`config.mk`:
```
export PLATFORM = sky130hd
export DESIGN_NAME = nmea_sentence_field_splitter
export DESIGN_NICKNAME = d
export VERILOG_FILES = /design/src/hdl/nmeafs_pkg.sv /design/src/hdl/nmea_sentence_field_splitter.sv /design/src/hdl/nmeafs_classify.sv
export SDC_FILE = /design/constraint.sdc
export NUM_CORES = 1
export LEC_CHECK = 0
export BUFFER_PORTS_ARGS = -buffer_cell sky130_fd_sc_hd__buf_2
export CORE_MARGIN = 10
export CORE_UTILIZATION = 30
export DETAILED_ROUTE_END_ITERATION = 7
export GPL_ROUTABILITY_DRIVEN = 0
export PLACE_DENSITY = 0.5
export SLEW_MARGIN = 20
export SYNTH_ARGS = -nofsm -noshare
export SYNTH_HDL_FRONTEND = slang
export SYNTH_HIERARCHICAL = 1
export SYNTH_SLANG_ARGS = --single-unit
```
`constraint.sdc`:
```
create_clock -name clk -period 6.4 [get_ports clk]
set_input_delay 0.32 -clock clk [delete_from_list [all_inputs] [get_ports clk]]
set_output_delay 0.32 -clock clk [all_outputs]
set_load 0.01 [all_outputs]
```
`src/hdl/nmeafs_pkg.sv`:
```
package nmeafs_pkg;

	// sentence geometry defaults
	localparam int MAX_FIELDS_DEF      = 16;
	localparam int MAX_FIELD_CHARS_DEF = 16;
	localparam int HEADER_CHARS        = 6;
	localparam int HDR_IDX_W           = $clog2(HEADER_CHARS);
	localparam int NUM_KINDS           = 6;

	// counter and kind widths fixed by the result word
	localparam int CNT_W  = 5;
	localparam int KIND_W = 3;

	// special characters
	localparam logic [7:0] CH_NEWLINE = 8'h0a;
	localparam logic [7:0] CH_COMMA   = 8'h2c;
	localparam logic [7:0] CH_STAR    = 8'h2a;
	localparam logic [7:0] CH_DOLLAR  = 8'h24;

	// sentence kind codes
	localparam logic [KIND_W-1:0] KIND_UNKNOWN = 3'd0;
	localparam logic [KIND_W-1:0] KIND_GGA     = 3'd1;
	localparam logic [KIND_W-1:0] KIND_GLL     = 3'd2;
	localparam logic [KIND_W-1:0] KIND_GSV     = 3'd3;
	localparam logic [KIND_W-1:0] KIND_GSA     = 3'd4;
	localparam logic [KIND_W-1:0] KIND_RMC     = 3'd5;
	localparam logic [KIND_W-1:0] KIND_VTG     = 3'd6;

	typedef logic [7:0] hdr_char_t;
	typedef hdr_char_t [HEADER_CHARS-1:0] header_t;

	// known headers, character 0 in the lowest slot
	function automatic header_t kind_header(input int k);
		header_t h;
		h = '0;
		unique case (k)
			0:       h = {"A", "G", "G", "P", "G", "$"};
			1:       h = {"L", "L", "G", "P", "G", "$"};
			2:       h = {"V", "S", "G", "P", "G", "$"};
			3:       h = {"A", "S", "G", "P", "G", "$"};
			4:       h = {"C", "M", "R", "P", "G", "$"};
			default: h = {"G", "T", "V", "P", "G", "$"};
		endcase
		return h;
	endfunction

	// kind code for a table row
	function automatic logic [KIND_W-1:0] kind_code(input int k);
		logic [KIND_W-1:0] c;
		c = KIND_UNKNOWN;
		unique case (k)
			0:       c = KIND_GGA;
			1:       c = KIND_GLL;
			2:       c = KIND_GSV;
			3:       c = KIND_GSA;
			4:       c = KIND_RMC;
			default: c = KIND_VTG;
		endcase
		return c;
	endfunction

endpackage

```
`src/hdl/nmea_sentence_field_splitter.sv`:
```
// NMEA 0183 sentence tokenizer. Each accepted word is one received character and
// yields exactly one registered result word: the field and position the
// character belongs to, whether it was kept or dropped, and on a newline the
// sentence kind found by matching the six stored header bytes ($GPGGA, $GPGLL,
// $GPGSV, $GPGSA, $GPRMC, $GPVTG, else unknown). Characters before a '$' are
// ignored; ',' and '*' advance the field; the field counter saturates at
// MAX_FIELDS and positions stop at MAX_FIELD_CHARS. One character is taken
// every cycle: the parser state updates in the accepting cycle and the single
// output register is refilled in the same cycle it is drained, so in_ready only
// drops while a result sits unaccepted at the output.
module nmea_sentence_field_splitter #(
	parameter int MAX_FIELDS      = nmeafs_pkg::MAX_FIELDS_DEF,
	parameter int MAX_FIELD_CHARS = nmeafs_pkg::MAX_FIELD_CHARS_DEF
) (
	input  logic                             clk,
	input  logic                             arst_n,
	input  logic                             in_valid,
	output logic                             in_ready,
	input  logic [7:0]                       rx_char,
	output logic                             out_valid,
	input  logic                             out_ready,
	output logic [nmeafs_pkg::CNT_W-1:0]     field_number,
	output logic [nmeafs_pkg::CNT_W-1:0]     char_position,
	output logic [7:0]                       char_value,
	output logic                             char_stored,
	output logic                             char_dropped,
	output logic                             sentence_end,
	output logic [nmeafs_pkg::KIND_W-1:0]    sentence_kind
);

	localparam logic [nmeafs_pkg::CNT_W-1:0] FIELD_LIM = nmeafs_pkg::CNT_W'(MAX_FIELDS);
	localparam logic [nmeafs_pkg::CNT_W-1:0] POS_LIM   = nmeafs_pkg::CNT_W'(MAX_FIELD_CHARS);
	localparam logic [nmeafs_pkg::CNT_W-1:0] HDR_LIM   =
		nmeafs_pkg::CNT_W'(nmeafs_pkg::HEADER_CHARS);

	// parser state
	logic                          start_q;
	logic [nmeafs_pkg::CNT_W-1:0]  field_q;
	logic [nmeafs_pkg::CNT_W-1:0]  pos_q;
	nmeafs_pkg::header_t           header_q;

	// next state and result
	logic                          accept;
	logic                          start_d;
	logic [nmeafs_pkg::CNT_W-1:0]  field_d;
	logic [nmeafs_pkg::CNT_W-1:0]  pos_d;
	logic [nmeafs_pkg::CNT_W-1:0]  pos_out;
	logic                          stored;
	logic                          dropped;
	logic                          is_nl;
	logic                          is_delim;
	logic [nmeafs_pkg::KIND_W-1:0] kind;
	logic                          hdr_wr;

	assign in_ready = !out_valid || out_ready;
	assign accept   = in_valid && in_ready;
	assign is_nl    = (rx_char == nmeafs_pkg::CH_NEWLINE);
	assign is_delim = (rx_char == nmeafs_pkg::CH_COMMA) || (rx_char == nmeafs_pkg::CH_STAR);

	nmeafs_classify u_classify (
		.header (header_q),
		.kind   (kind)
	);

	// per-character decision
	always_comb begin
		start_d = start_q;
		field_d = field_q;
		pos_d   = pos_q;
		pos_out = pos_q;
		stored  = 1'b0;
		dropped = 1'b0;
		priority if (is_nl) begin
			start_d = 1'b0;
			field_d = '0;
			pos_d   = '0;
			pos_out = '0;
		end else if (start_q && is_delim) begin
			if (field_q < FIELD_LIM) begin
				field_d = field_q + 1'b1;
			end
			pos_d   = '0;
			pos_out = '0;
		end else if (!start_q) begin
			if (rx_char == nmeafs_pkg::CH_DOLLAR) begin
				start_d = 1'b1;
				stored  = 1'b1;
				pos_d   = pos_q + 1'b1;
			end
		end else begin
			if ((field_q < FIELD_LIM) && (pos_q < POS_LIM)) begin
				stored = 1'b1;
				pos_d  = pos_q + 1'b1;
			end else begin
				dropped = 1'b1;
			end
		end
	end

	assign hdr_wr = stored && (field_q == '0) && (pos_q < HDR_LIM);

	// counters and header bytes
	always_ff @(posedge clk or negedge arst_n) begin
		if (!arst_n) begin
			start_q  <= 1'b0;
			field_q  <= '0;
			pos_q    <= '0;
			header_q <= '0;
		end else if (accept) begin
			start_q <= start_d;
			field_q <= field_d;
			pos_q   <= pos_d;
			if (hdr_wr) begin
				header_q[pos_q[nmeafs_pkg::HDR_IDX_W-1:0]] <= rx_char;
			end
		end
	end

	// output valid
	always_ff @(posedge clk or negedge arst_n) begin
		if (!arst_n) begin
			out_valid <= 1'b0;
		end else if (in_ready) begin
			out_valid <= in_valid;
		end
	end

	// result word register
	always_ff @(posedge clk) begin
		if (accept) begin
			field_number  <= field_d;
			char_position <= pos_out;
			char_value    <= rx_char;
			char_stored   <= stored;
			char_dropped  <= dropped;
			sentence_end  <= is_nl;
			sentence_kind <= is_nl ? kind : nmeafs_pkg::KIND_UNKNOWN;
		end
	end

`ifndef SYNTHESIS
	// field counter saturates at its limit
	a_field_sat: assert property (@(posedge clk) disable iff (!arst_n)
		field_q <= FIELD_LIM)
		else $error("field counter beyond limit");

	// counters sit at zero while no sentence is open
	a_idle_zero: assert property (@(posedge clk) disable iff (!arst_n)
		!start_q |-> (field_q == '0) && (pos_q == '0))
		else $error("counters nonzero outside a sentence");

	// a word is never both stored and dropped
	a_store_drop: assert property (@(posedge clk) disable iff (!arst_n)
		out_valid |-> !(char_stored && char_dropped))
		else $error("stored and dropped together");

	// a sentence end reports field and position zero
	a_end_zero: assert property (@(posedge clk) disable iff (!arst_n)
		out_valid && sentence_end |-> (field_number == '0) && (char_position == '0))
		else $error("sentence end with nonzero counters");

	// a kind is only reported at sentence end
	a_kind_end: assert property (@(posedge clk) disable iff (!arst_n)
		out_valid && (sentence_kind != nmeafs_pkg::KIND_UNKNOWN) |-> sentence_end)
		else $error("kind reported outside sentence end");

	// a newline closes the sentence
	a_nl_close: assert property (@(posedge clk) disable iff (!arst_n)
		accept && is_nl |=> !start_q)
		else $error("sentence still open after newline");
`endif

endmodule

```
`src/hdl/nmeafs_classify.sv`:
```
module nmeafs_classify (
	input  nmeafs_pkg::header_t            header,
	output logic [nmeafs_pkg::KIND_W-1:0]  kind
);

	logic [nmeafs_pkg::NUM_KINDS-1:0] hit;

	// compare against every known header in parallel
	always_comb begin
		for (int k = 0; k < nmeafs_pkg::NUM_KINDS; k++) begin
			hit[k] = (header == nmeafs_pkg::kind_header(k));
		end
	end

	// first matching row wins
	always_comb begin
		kind = nmeafs_pkg::KIND_UNKNOWN;
		for (int k = nmeafs_pkg::NUM_KINDS - 1; k >= 0; k--) begin
			if (hit[k]) begin
				kind = nmeafs_pkg::kind_code(k);
			end
		end
	end

endmodule
```
Word level (Yosys, flattened, before mapping). Cells that the tools add are included. Widths: inputs -> output; s select.

Word-level logic and storage cells: 84. Output and inout port bits: 26. Register bits: 84. Bits of input ports: 12.

Muxes and demuxes: 26. Eq/ne operators: 12. Reductions and logical operators: 18. Add/subtract/negate cells: 2. $lt $le $gt $ge: 5. Bitwise operators: 2.

Operators with widths (number): $eq 48x47->1 const B (6); $bwmux 48 (1); $mux 5 (8); $demux 8 s3 (1); $eq 8x6->1 const B (3); $add 5x1->5 const B (2); $lt 5x5->1 const B (2); $mux 1 (10); $mux 3 (3); $eq 8x4->1 const B (1); $mux 8 (1); $logic_and 1x1->1 (6); $logic_not 5->1 (1); $lt 5x3->1 const B (1); $lt 3x4->1 const B (1); $mux 2 (2); $ne 4x1->1 const B (1); $reduce_and 2->1 (2); $reduce_bool 4->1 (1); $reduce_or 2->1 (2); $reduce_or 4->1 (1); $ge 3x1->1 const B (1); $reduce_and 3->1 (1); $reduce_or 3->1 (1); other kinds (4) (6).

Logic depth before layout (Yosys ltp). Gate-level depths: netlist of run 1.

Depth in word-level cells: 9. Gate-level depth with buffers: 7. Gate-level depth less buffers: 6.

Cells and area by module. Netlist of run 1, hierarchy kept.

By module, submodules not included: nmea_sentence_field_splitter (instances 1, cells each 259, area an instance 3688.5 um^2); nmeafs_classify (instances 1, cells each 47, area an instance 377.9 um^2).

Worst setup path after synthesis of run 1. Ideal clock, no wire load.

Path type: register to register. Start point: register field_q[0] (netlist bit). End point: register header_q[0] (netlist bit). Buffers on the path: 1. Library setup time: 0.125 ns. Stages on the path, launching flop included: 8. Data required time: 6.275 ns. Period minus slack after synthesis: 2.598 ns. Arrival time: 2.473 ns. Setup slack: 3.802 ns. Cells stage by stage: dfrtp_1 > inv_1 > ha_1 > or4b_2 > a2111oi_4 > and4b_2 > buf_6 > mux2_2.

Cells in the longest elaborated chain, start to end: 9.

Ends and longest elaborated chain: start: declaration (line nmea_sentence_field_splitter.sv:38) `logic [nmeafs_pkg::CNT_W-1:0] field_q;`; start signal: assignment (line nmea_sentence_field_splitter.sv:111) `field_q <= field_d;`; $lt 5x5->1 (line nmea_sentence_field_splitter.sv:91) `if ((field_q < FIELD_LIM) && (pos_q < POS_LIM)) begin`; $logic_and 1x1->1 (line nmea_sentence_field_splitter.sv:91); $mux 1 (line nmea_sentence_field_splitter.sv:91); $mux 1 (line nmea_sentence_field_splitter.sv:84) `end else if (!start_q) begin`; $mux 1 (line nmea_sentence_field_splitter.sv:78) `end else if (start_q && is_delim) begin`; $mux 1 (line nmea_sentence_field_splitter.sv:73) `priority if (is_nl) begin`; $logic_and 1x1->1 (*) (2 in series) (line nmea_sentence_field_splitter.sv:100) `assign hdr_wr = stored && (field_q == '0) && (pos_q < HDR_LIM);`; $reduce_and 2->1 (no source line) (*); end signal: indexed assignment (line nmea_sentence_field_splitter.sv:114) `header_q[pos_q[nmeafs_pkg::HDR_IDX_W-1:0]] <= rx_char;`; end: declaration (line nmea_sentence_field_splitter.sv:40) `nmeafs_pkg::header_t header_q;`.

Every way passes the cells marked *; elsewhere a longest branch is shown, timed or not. A chain may end at the register's enable or synchronous reset.

Worst setup path after layout of run 1.
Start point: register field_q[0] (netlist bit). End point: register header_q[6] (netlist bit).

Same word-level chain as after synthesis.

==> results of run 1 <==
==> cells in the final DEF (no fill, tap or decap), types with 3 or more instances in the layout <==
cell type / n
edfxtp_1: 24
nor2b_1: 10
o2bb2ai_1: 3
o21a_1: 4
xnor2_1: 4
dfrtp_1: 60
clkbuf_16: 10
o21ai_0: 4
a21oi_1: 3
nand4b_2: 5
nand4b_1: 6
nand2_1: 6
nor2_1: 13
nor3_1: 4
and2_1: 5
buf_2: 37
inv_1: 3
nor4b_1: 13
and4bb_2: 3
nor4bb_1: 4
ha_1: 3
nand4_1: 10
nand2b_1: 3
a211oi_1: 3
nor3b_1: 3
inv_4: 3
mux2_2: 50
nand3_1: 5
==> cells by family (layout without fill, tap and decap cells) <==
kind of cell | count (synthesis) | after routing | synth area share (%)
AOI/OAI and AO/OA | 32 | 32 | 6.74
xor gates and xnor gates | 5 | 5 | 1.08
adders and majority gates | 3 | 3 | 0.923
buffers and inverters | 21 | 58 | 2.28
DFF | 84 | 84 | 54.6
muxes | 51 | 51 | 14.1
and+or+nand+nor | 110 | 110 | 20.2
==> sequential cells by signal, indices dropped and copies added, names as in the netlist <==
signal	cells
out_valid	1
char_dropped	1
header_q	48
field_q	5
sentence_end	1
sentence_kind	3
char_value	8
char_stored	1
char_position	5
pos_q	5
field_number	5
start_q	1
==> path summary, 6_finish.rpt <==
kind,startpoint,depth (start not counted),slack (ns),to
setup / recovery,field_q[0],6,3.57,header_q[6]
hold / removal,arst_n,2,0.14,header_q[19]
setup reg to reg,field_q[0],6,3.57,header_q[6]
hold reg to reg,header_q[22],1,0.50,header_q[22]
max in group asynchronous,arst_n,2,5.74,pos_q[4]
min in group clk,in_valid,2,0.30,out_valid
==> layout make-up <==
type / instances / share of cell area, %
sequential: 84 / 47.3
multi-input combinational: 201 / 37.3
clock buffer: 10 / 5.33
tap: 176 / 4.69
timing repair buffer: 38 / 4.11
clock inverter: 6 / 0.880
inverter: 4 / 0.320
==> critical path, stage by stage, from the launching register on <==
cell       delay, ns
dfrtp_1         0.43
inv_1           0.08
ha_1            0.15
or4b_2          0.63
a2111oi_4       0.60
and4b_2         0.45
mux2_2          0.36
==> power by group <==
group          internal, mW  leakage, nW  switching (mW)
Sequential            0.602         1.06          0.0349
Clock                 0.290        0.150           0.225
Combinational        0.0622        0.772          0.0658
Total                 0.954         1.98           0.325
==> routing by layer <==
| metal | track usage [%] | vias up | routed length, um |
|---|---|---|---|
| met2 | 15.4 | 64 | 4200 |
| li1 | - | 1249 | - |
| met3 | 2.55 | 6 | 400 |
| met4 | 4.08 | 0 | 107 |
| met1 | 13.6 | 1334 | 4420 |
| met5 | 0 | - | 0 |
==> results.md, run 1 <==
* Status: complete, no violations
* Asr flop ratio synth at 71.4%
* Worst-path clk slew at 0.07 ns
* FMAX at 353 MHz
* Synth-to-Final Area Change at 15.4%
* Area of the multi-input gates at 1750 um^2
* Chip Height at 136 um
* VDD IR max at 0.120 mV
* Top cells by count, synth: 60 x dfrtp_1, 50 x mux2_2, 24 x edfxtp_1
* EDFF count, synth at 24
* Fin area at 4690 um^2
* Worst setup SP type: flip-flop
* Largest net degree at the start of global routing at 61
* Core footprint at 13200 um^2
* Cell Area, Placed at 4400 um^2
* Grt total ovfl at 0
* Die Area at 18600 um^2
* Port bufs at 37
* Post-DP HPWL at 6190 um
* LEAKAGE at 1.98 nW
* Required time worst endpoint at 6.62 ns
* Crit path arrival time at 3.05 ns
* Max Cap Viol at 0
* CTS root buf: clkbuf_16
* Via count at 2653
* WHS at 0.144 ns
* Setup violations, final at 0
* Reg area at 2220 um^2
* Cts bufs inserted at 9
* Worst setup EP type: flip-flop
* Final Cycle Share at 44.3%
* Setup slack after layout at 3.57 ns
* Max-slew headroom at 48.3%
* Worst-margin pin slew at 0.775 ns
* Per-instance average area after synthesis at 13.3 um^2
* Cts hold-fix bufs at 0
* # clock sinks at 84
* Filler cell count at 1327
* Worst-path fanout max at 8
* Yosys warns at 6
* Post-synth cell types at 58
* ANT nets after route at 0
* Min Clock Period, post-route at 2.83 ns
* Vias per Instance at 5.11
* Total power at 1.28 mW
* Clock Tree Buf Depth at 2
* Ranking of synthesized cells by area: dfrtp_1 37%, edfxtp_1 18%, mux2_2 14%, nor4b_1 2.8%, nand4b_2 1.8%
* CP Class: reg2reg
* Synth Instances at 306
* CTS tree: yes
* Final net count at 353
* Final TNS setup at 0 ns
* Area leader, netlist: dfrtp_1
* Yosys reg bits at 84
* Routed len/inst at 17.6 um
* # DRC at 0
* Total Routed Length at 9120 um
* Post-Place Cells at 503
* First-pass GRT wire length at 14900 um
* Synth top area share at 36.9%
* Final Skew at 0.00936 ns
* Vias in the first global route at 2700
* Post-layout util at 35.4%
* Syn Nets at 321
* Final instance count without filler cells at 519
* Syn Std Cell Area at 4070 um^2
* Fraction of layout cells with a size suffix above 1 at 36.2%
* H-Tree Depth at 3
* Most frequent cell after synthesis: dfrtp_1
* Worst min path class: in2async
* Initial Util at 30.7%
* Setup WS pre-CTS at 3.53 ns
* Global-route usage over all layers at 10.2%
* Main synth FF type: dfrtp_1
* Hold Fails Final Rpt at 0
* Io pins at 38
* Slew Viols, Final at 0
* # diodes at 0
* Iteration-0 DRC Markers at 161
* Die extent in x at 136 um
* Skew-Pair Late Insertion Delay at 0.34 ns
* # Post-CTS Setup Buffers at 0
* # rows at 42
* P per Cell Area at 273 nW/um^2
* First-pass DRT Iterations at 4
* # resized after CTS at 0
* RSZ-0062 raised after global routing: no
* Initial antenna violation count at 0
* Sequential area share after synthesis at 54.6%
Note: power is estimated with default switching activity, not from simulation.
==> inputs of run 2 (changes only) <==
PLACE_DENSITY = 0.52   (was 0.5)
clock period = 2.3 ns   (was 6.4 ns; I/O delays follow)
==> results.md, run 2 (synthesized netlist as in run 1, its figures left out) <==
* # diodes at 0 (unchanged)
* Crit path arrival time at 2.50 ns (-0.55 ns)
* Slew Viols, Final at 0 (unchanged)
* Skew-Pair Late Insertion Delay at 0.34 ns (about the same)
* Port bufs at 37 (unchanged)
* Die Area at 18600 um^2 (unchanged)
* Largest net degree at the start of global routing at 26 (-57%)
* Initial antenna violation count at 0 (unchanged)
* R2r worst-path depth at 7 (+1)
* FMAX at 441 MHz (+25%)
* Most flops, register: header_q
* P_sw at 868 uW (+170%)
* Largest regs: header_q (48), char_value (8)
* CP Class: reg2reg
* Commonest cells after routing, fill and taps aside: 60 x dfrtp_1, 43 x mux2_2, 37 x buf_2
* CTS tree: yes
* Worst setup EP type: flip-flop
* Worst setup SP type: flip-flop
* Seq pwr share at 49.1% (-0.7 points)
* P per Cell Area at 736 nW/um^2 (+170%)
* Final net count at 376 (+6.5%)
* WHS at 0.0802 ns (-0.0639 ns)
* Vias in the first global route at 2798 (+3.6%)
* Clock Tree Buf Depth at 2 (unchanged)
* Worst hold path startpoint: in_valid
* Crit-path max cell delay at 0.48 ns (-0.15 ns)
* Routed len/inst at 17.2 um (-1.9%)
* First-pass GRT wire length at 15400 um (+3.6%)
* Hold Fails Final Rpt at 0 (unchanged)
* Iteration-0 DRC Markers at 108 (-33%)
* Synth-to-Final Area Change at 20.7%
* VDD IR max at 0.329 mV (+170%)
* Worst-path fanout max at 8 (unchanged)
* Combinational share of power at 11.4% (+1.4 points)
* Hold depth at 2
* Commonest non-fill, non-tap cell in the layout: dfrtp_1
* # clock sinks at 84 (unchanged)
* Setup slack after layout at 0.0327 ns (-3.53 ns)
* RSZ-0062 raised after global routing: yes
* Status: complete, no violations
* Delay-heaviest family, CP: simple AND/OR/NAND/NOR gates
* Pint at 2.74 mW (+190%)
* Hold endpoint: out_valid
* First-pass DRT Iterations at 4 (unchanged)
* Post-DP HPWL at 6690 um (+8.1%)
* Die extent in x at 136 um (unchanged)
* Worst setup path startpoint: field_q[1]
* Chip Height at 136 um (unchanged)
* # rows at 42 (unchanged)
* Worst path slowest cell: or4b_4
* Final Skew at 0.00743 ns (-0.00193 ns)
* Min Clock Period, post-route at 2.27 ns (-0.567 ns)
* Worst R2R End: header_q[4]
* Clk pwr share at 39.5% (-0.7 points)
* # DRC at 0 (unchanged)
* Initial Util at 30.7% (unchanged)
* Max-slew headroom at 65.0% (+17 points)
* Required time worst endpoint at 2.53 ns (-4.09 ns)
* Area of the multi-input gates at 1780 um^2 (+1.9%)
* Setup slack, reg-to-reg at 0.03 ns (-3.53 ns)
* Core footprint at 13200 um^2 (unchanged)
* R2R Path Start: field_q[1]
* CTS root buf: clkbuf_16
* Max reg flops at 48 (unchanged)
* Grt total ovfl at 0 (unchanged)
* ANT nets after route at 0 (unchanged)
* Reg area at 2220 um^2 (unchanged)
* Switch share at 24.0% (-1.4 points)
* H-Tree Depth at 3 (unchanged)
* # Post-CTS Setup Buffers at 0 (unchanged)
* LEAKAGE at 2.11 nW (+6.5%)
* Total Routed Length at 9340 um (+2.4%)
* Total power at 3.61 mW (+180%)
* Max Cap Viol at 0 (unchanged)
* Worst min path class: in2reg
* Final Cycle Share at 98.6% (+54 points)
* Cell Chain, Critical Path: inv_1 > ha_1 > or4b_4 > a2111oi_4 > buf_4 > and4b_4 > mux2_2
* Worst path buffer plus inverter count at 2 (+1)
* Filler cell count at 1314 (-0.98%)
* Via count at 2744 (+3.4%)
* Global-route usage over all layers at 10.6% (+0.45 points)
* Worst-path clk slew at 0.06 ns (about the same)
* Worst-margin pin slew at 0.524 ns (-0.250 ns)
* Cts bufs inserted at 9 (unchanged)
* Setup violations, final at 0 (unchanged)
* Io pins at 38 (unchanged)
* Fraction of layout cells with a size suffix above 1 at 39.6% (+3.5 points)
* Setup WS pre-CTS at -0.000322 ns (-3.53 ns)
* Vias per Instance at 5.06 (-0.96%)
[run 2: cell types whose count changed in the layout (fill, tap and decap cells not counted), sizes merged]
cell | previous run | this run
buf | 38 | 60
inv | 9 | 3
clkinv | 1 | 5
clkbuf | 10 | 12
dlygate4sd3 | 0 | 1
[run 2: repair_timing]
action	4_1_cts	5_1_grt
hold buffers	1	0
endpoints found under the setup margin	0	48
endpoints found under the hold margin	12	0
gates resized for setup	0	8
[run 2: per-stage QoR]
step / setup TNS, ns / cell area, um^2 / instances / util [%]
after floorplan: -0.141 / 4070 / 306 / -
after global placement: 0 / 4570 / 525 / 34.5
after detailed placement: -0.000322 / 4570 / 525 / 34.5
after CTS: 0 / 4880 / 542 / 36.8
after global routing: -3.25 / 4910 / 542 / 37.1
final: 0 / 4910 / 542 / 37.1
[run 2: area by class of cell]
cell class	count	area share (%)
Multi-Input combinational cell	201	36.4
Tap cell	176	4.49
Sequential cell	84	45.3
Timing Repair Buffer	61	7.50
Clock buffer	12	5.66
Inverter	4	0.306
Clock inverter	4	0.408
[run 2: power by group through the flow]
stage	Combinational (mW)	Clock [mW]	Sequential, mW
CTS	0.390	1.46	1.77
global placement	0.380	0	1.80
detailed placement	0.388	0	1.80
global route	0.458	1.53	1.79
floorplan	0.273	0	1.76
finish	0.412	1.43	1.77
[run 2: worst max-delay path by stage]
stage	to	slack (ns)	depth (start not counted)
after CTS	header_q[2]	0.002	7
after global routing	header_q[38]	-0.09	7
after floorplan	header_q[0]	-0.02	7
after detailed placement	header_q[2]	-0.0003	7
final	header_q[4]	0.03	7
after global placement	header_q[0]	0.06	7
[run 2: metal layers]
layer | GRT usage, % | part of all wire [%] | up-vias | routed length, um
met5 | 0 | 0 | - | 0
met4 | 4.14 | 1.6 | 0 | 150
met3 | 3.65 | 5.9 | 11 | 551
met2 | 14.8 | 43 | 58 | 4030
met1 | 14.7 | 49 | 1389 | 4610
li1 | - | - | 1286 | -
==> inputs of run 3 (changes only) <==
ABC_AREA = 1   (was not set)
PLACE_DENSITY = 0.51   (was 0.52)
==> results.md, run 3 <==
* Largest family of logic cells by synthesized area: simple AND/OR/NAND/NOR gates
* Fin area at 5120 um^2 (+4.4%)
* Fraction of layout cells with a size suffix above 1 at 15.2% (-24 points)
* Syn Std Cell Area at 4370 um^2 (+7.4%)
* Vias per Instance at 4.67 (-7.7%)
* CTS root buf: clkbuf_16
* Final Cycle Share at 84.1% (-14 points)
* Post-synth cell types at 31 (-47%)
* Ranking of synthesized cells by area: dfrtp_1 34%, nand2_1 17%, edfxtp_1 17%, nand4_1 7.5%, nor2_1 6.1%
* H-Tree Depth at 3 (unchanged)
* Synth Area in Simple Gates at 37.3% (+17 points)
* Min Clock Period, post-route at 1.94 ns (-0.332 ns)
* Yosys warns at 6 (unchanged)
* Syn Nets at 573 (+79%)
* Status: complete, no violations
* Top Usage Layer GRT: met2
* Most flops, register: header_q
* Worst setup SP type: flip-flop
* Final Skew at 0.0103 ns (+0.00287 ns)
* Slew Viols, Final at 0 (unchanged)
* P per Cell Area at 973 nW/um^2 (+32%)
* Multiplexer area fraction after synthesis at 0% (-14 points)
* Required time worst endpoint at 2.53 ns (about the same)
* Initial antenna violation count at 1 (+1)
* RSZ-0062 raised after global routing: no
* Met3 usage at 2.72% (-0.93 points)
* Routed len/inst at 13.8 um (-20%)
* # clock sinks at 84 (unchanged)
* CP Class: reg2reg
* Max-slew headroom at 59.7% (-5.4 points)
* Synth top area share at 34.4% (-2.5 points)
* Initial Util at 30.4% (-0.33 points)
* Per-instance average area after synthesis at 7.82 um^2 (-41%)
* Area leader, netlist: dfrtp_1
* First-pass DRT Iterations at 5 (+1)
* Io pins at 38 (unchanged)
* Iteration-0 DRC Markers at 249 (+130%)
* Commonest non-fill, non-tap cell in the layout: nand2_1
* Most used cell along the critical path: nand2_1
* Post-Synth XOR/XNOR Area at 1.00% (-0.074 points)
* Synth Area in Compound Gates at 1.49% (-5.2 points)
* EDFF count, synth at 24 (unchanged)
* Crit path arrival time at 2.17 ns (-0.33 ns)
* Cts bufs inserted at 9 (unchanged)
* Adder and majority gate portion of the synthesized area at 0.860% (-0.063 points)
* VDD IR max at 0.365 mV (+11%)
* Synth Instances at 558 (+82%)
* Post-DP HPWL at 7780 um (+16%)
* Clock Tree Buf Depth at 2 (unchanged)
* Max reg flops at 48 (unchanged)
* Sequential area share after synthesis at 50.9% (-3.7 points)
* Crit-path max cell delay at 0.45 ns (-0.03 ns)
* Skew-Pair Late Insertion Delay at 0.35 ns (about the same)
* Worst path slowest cell: dfrtp_1
* First-pass GRT wire length at 18200 um (+18%)
* Main synth FF type: dfrtp_1
* Die extent in x at 141 um (+3.1%)
* Worst min path class: in2reg
* Die Area at 19800 um^2 (+6.3%)
* Commonest cells after routing, fill and taps aside: 198 x nand2_1, 71 x nor2_1, 60 x dfrtp_1
* Final net count at 616 (+64%)
* CTS tree: yes
* Final TNS setup at 0 ns (unchanged)
* Global-route usage over all layers at 11.5% (+0.87 points)
* # rows at 44 (+4.8%)
* Chip Height at 141 um (+3.1%)
* Worst setup EP type: flip-flop
* Vias in the first global route at 3558 (+27%)
* Synth-to-Final Area Change at 17.4%
* Cell Chain, Critical Path: inv_1 > ha_1 > nand4_1 > nor3_4 > buf_12 > nand3_1 > nand2_1 > nand2_1
* Met1 usage at 14.4% (-0.31 points)
* Worst-path clk slew at 0.06 ns (about the same)
* Total Routed Length at 10900 um (+17%)
* Core footprint at 14400 um^2 (+8.5%)
* Met2 global-route usage at 18.2% (+3.4 points)
* Port bufs at 37 (unchanged)
* Max Cap Viol at 0 (unchanged)
* Via count at 3692 (+35%)
* Largest net degree at the start of global routing at 55 (+110%)
* Asr flop ratio synth at 71.4% (unchanged)
* FMAX at 517 MHz (+17%)
* ANT nets after route at 0 (unchanged)
* Cell Area, Placed at 4810 um^2 (+5.2%)
* Hold Fails Final Rpt at 0 (unchanged)
* Yosys reg bits at 84 (unchanged)
* # diodes at 0 (unchanged)
* Top cells by count, synth: 198 x nand2_1, 71 x nor2_1, 60 x dfrtp_1
* Grt total ovfl at 0 (unchanged)
* # DRC at 0 (unchanged)
* Worst-path fanout max at 54 (+46)
* Most frequent cell after synthesis: nand2_1
* Largest regs: header_q (48), char_value (8)
* Filler cell count at 1474 (+12%)
* Setup violations, final at 0 (unchanged)
* Worst-margin pin slew at 0.605 ns (+0.0806 ns)
* LEAKAGE at 2.47 nW (+17%)
run 3: changes by cell type after synthesis, moves of 13 or more:
| cell | change |
|---|---|
| nand2_1 | +192 |
| nor2_1 | +58 |
| inv_1 | +56 |
| mux2_2 | -50 |
| nand4_1 | +42 |
| nand3_1 | +13 |
| nor4b_1 | -13 |
run 3: worst paths after layout:
path | startpoint | to | slack (ns) | cells past startpoint
worst min register to register | header_q[25] | header_q[25] | 0.47 | 2
min in group asynchronous | arst_n | header_q[2] | 0.34 | 2
worst min-delay path | out_ready | out_valid | 0.05 | 4
max in group asynchronous | arst_n | header_q[35] | 1.35 | 3
worst max-delay path | field_q[0] | header_q[42] | 0.36 | 8
worst max register to register | field_q[0] | header_q[42] | 0.36 | 8
run 3: cell type report:
| cell class | instances | area (um^2) | share of cell area (%) |
|---|---|---|---|
| clock inverter | 7 | 81.3 | 1.59 |
| timing repair buffer | 53 | 333 | 6.50 |
| multi-input combinational | 384 | 1770 | 34.6 |
| clock buffer | 9 | 225 | 4.40 |
| tap | 184 | 230 | 4.49 |
| sequential | 84 | 2220 | 43.4 |
| inverter | 69 | 259 | 5.05 |
run 3: cell families (layout without fill, tap and decap cells):
family / count (synthesis) / in the layout
compound gates: 12 / 12
xor+xnor: 5 / 5
fa+ha+maj: 3 / 3
buf+inv: 90 / 138
flops: 84 / 84
simple gates: 364 / 364
run 3: worst max-delay path, delay by kind of cell (launching register included):
kind          cells  cell delay [ns]
fa+ha+maj         1             0.14
buf+inv           2             0.34
flops             1             0.45
simple gates      5             0.85
run 3: repair_timing:
| item | CTS | global route |
|---|---|---|
| setup buffers | 0 | 0 |
| hold buffers | 1 | 0 |
| endpoints found under the setup margin | 0 | 0 |
| gates resized for setup | 0 | 0 |
| hold endpoints to repair | 24 | 0 |
run 3: metrics by stage:
step | hold WS, ns | total power [mW] | worst slack (ns) | std cells | util [%]
after floorplan | -0.181 | 3.09 | 0.313 | 558 | -
after global placement | 0.161 | 3.48 | 0.418 | 773 | 33.5
after detailed placement | 0.164 | 3.51 | 0.379 | 773 | 33.5
after CTS | 0.0348 | 5.05 | 0.364 | 790 | 35.7
after global routing | 0.0824 | 5.35 | 0.156 | 790 | 35.7
final | 0.0463 | 4.98 | 0.365 | 790 | 35.7
run 3: routing by layer:
metal	vias up	share of wire, %
met5	-	0
met4	0	1.8
met3	12	5.2
met2	68	47
met1	1743	46
li1	1869	-
run 3: report_power, final:
part	leakage [nW]	switching (mW)	internal, mW	total (mW)
clock	0.152	0.572	0.935	1.51
sequential	1.05	0.265	1.89	2.15
combinational	1.26	0.866	0.460	1.33
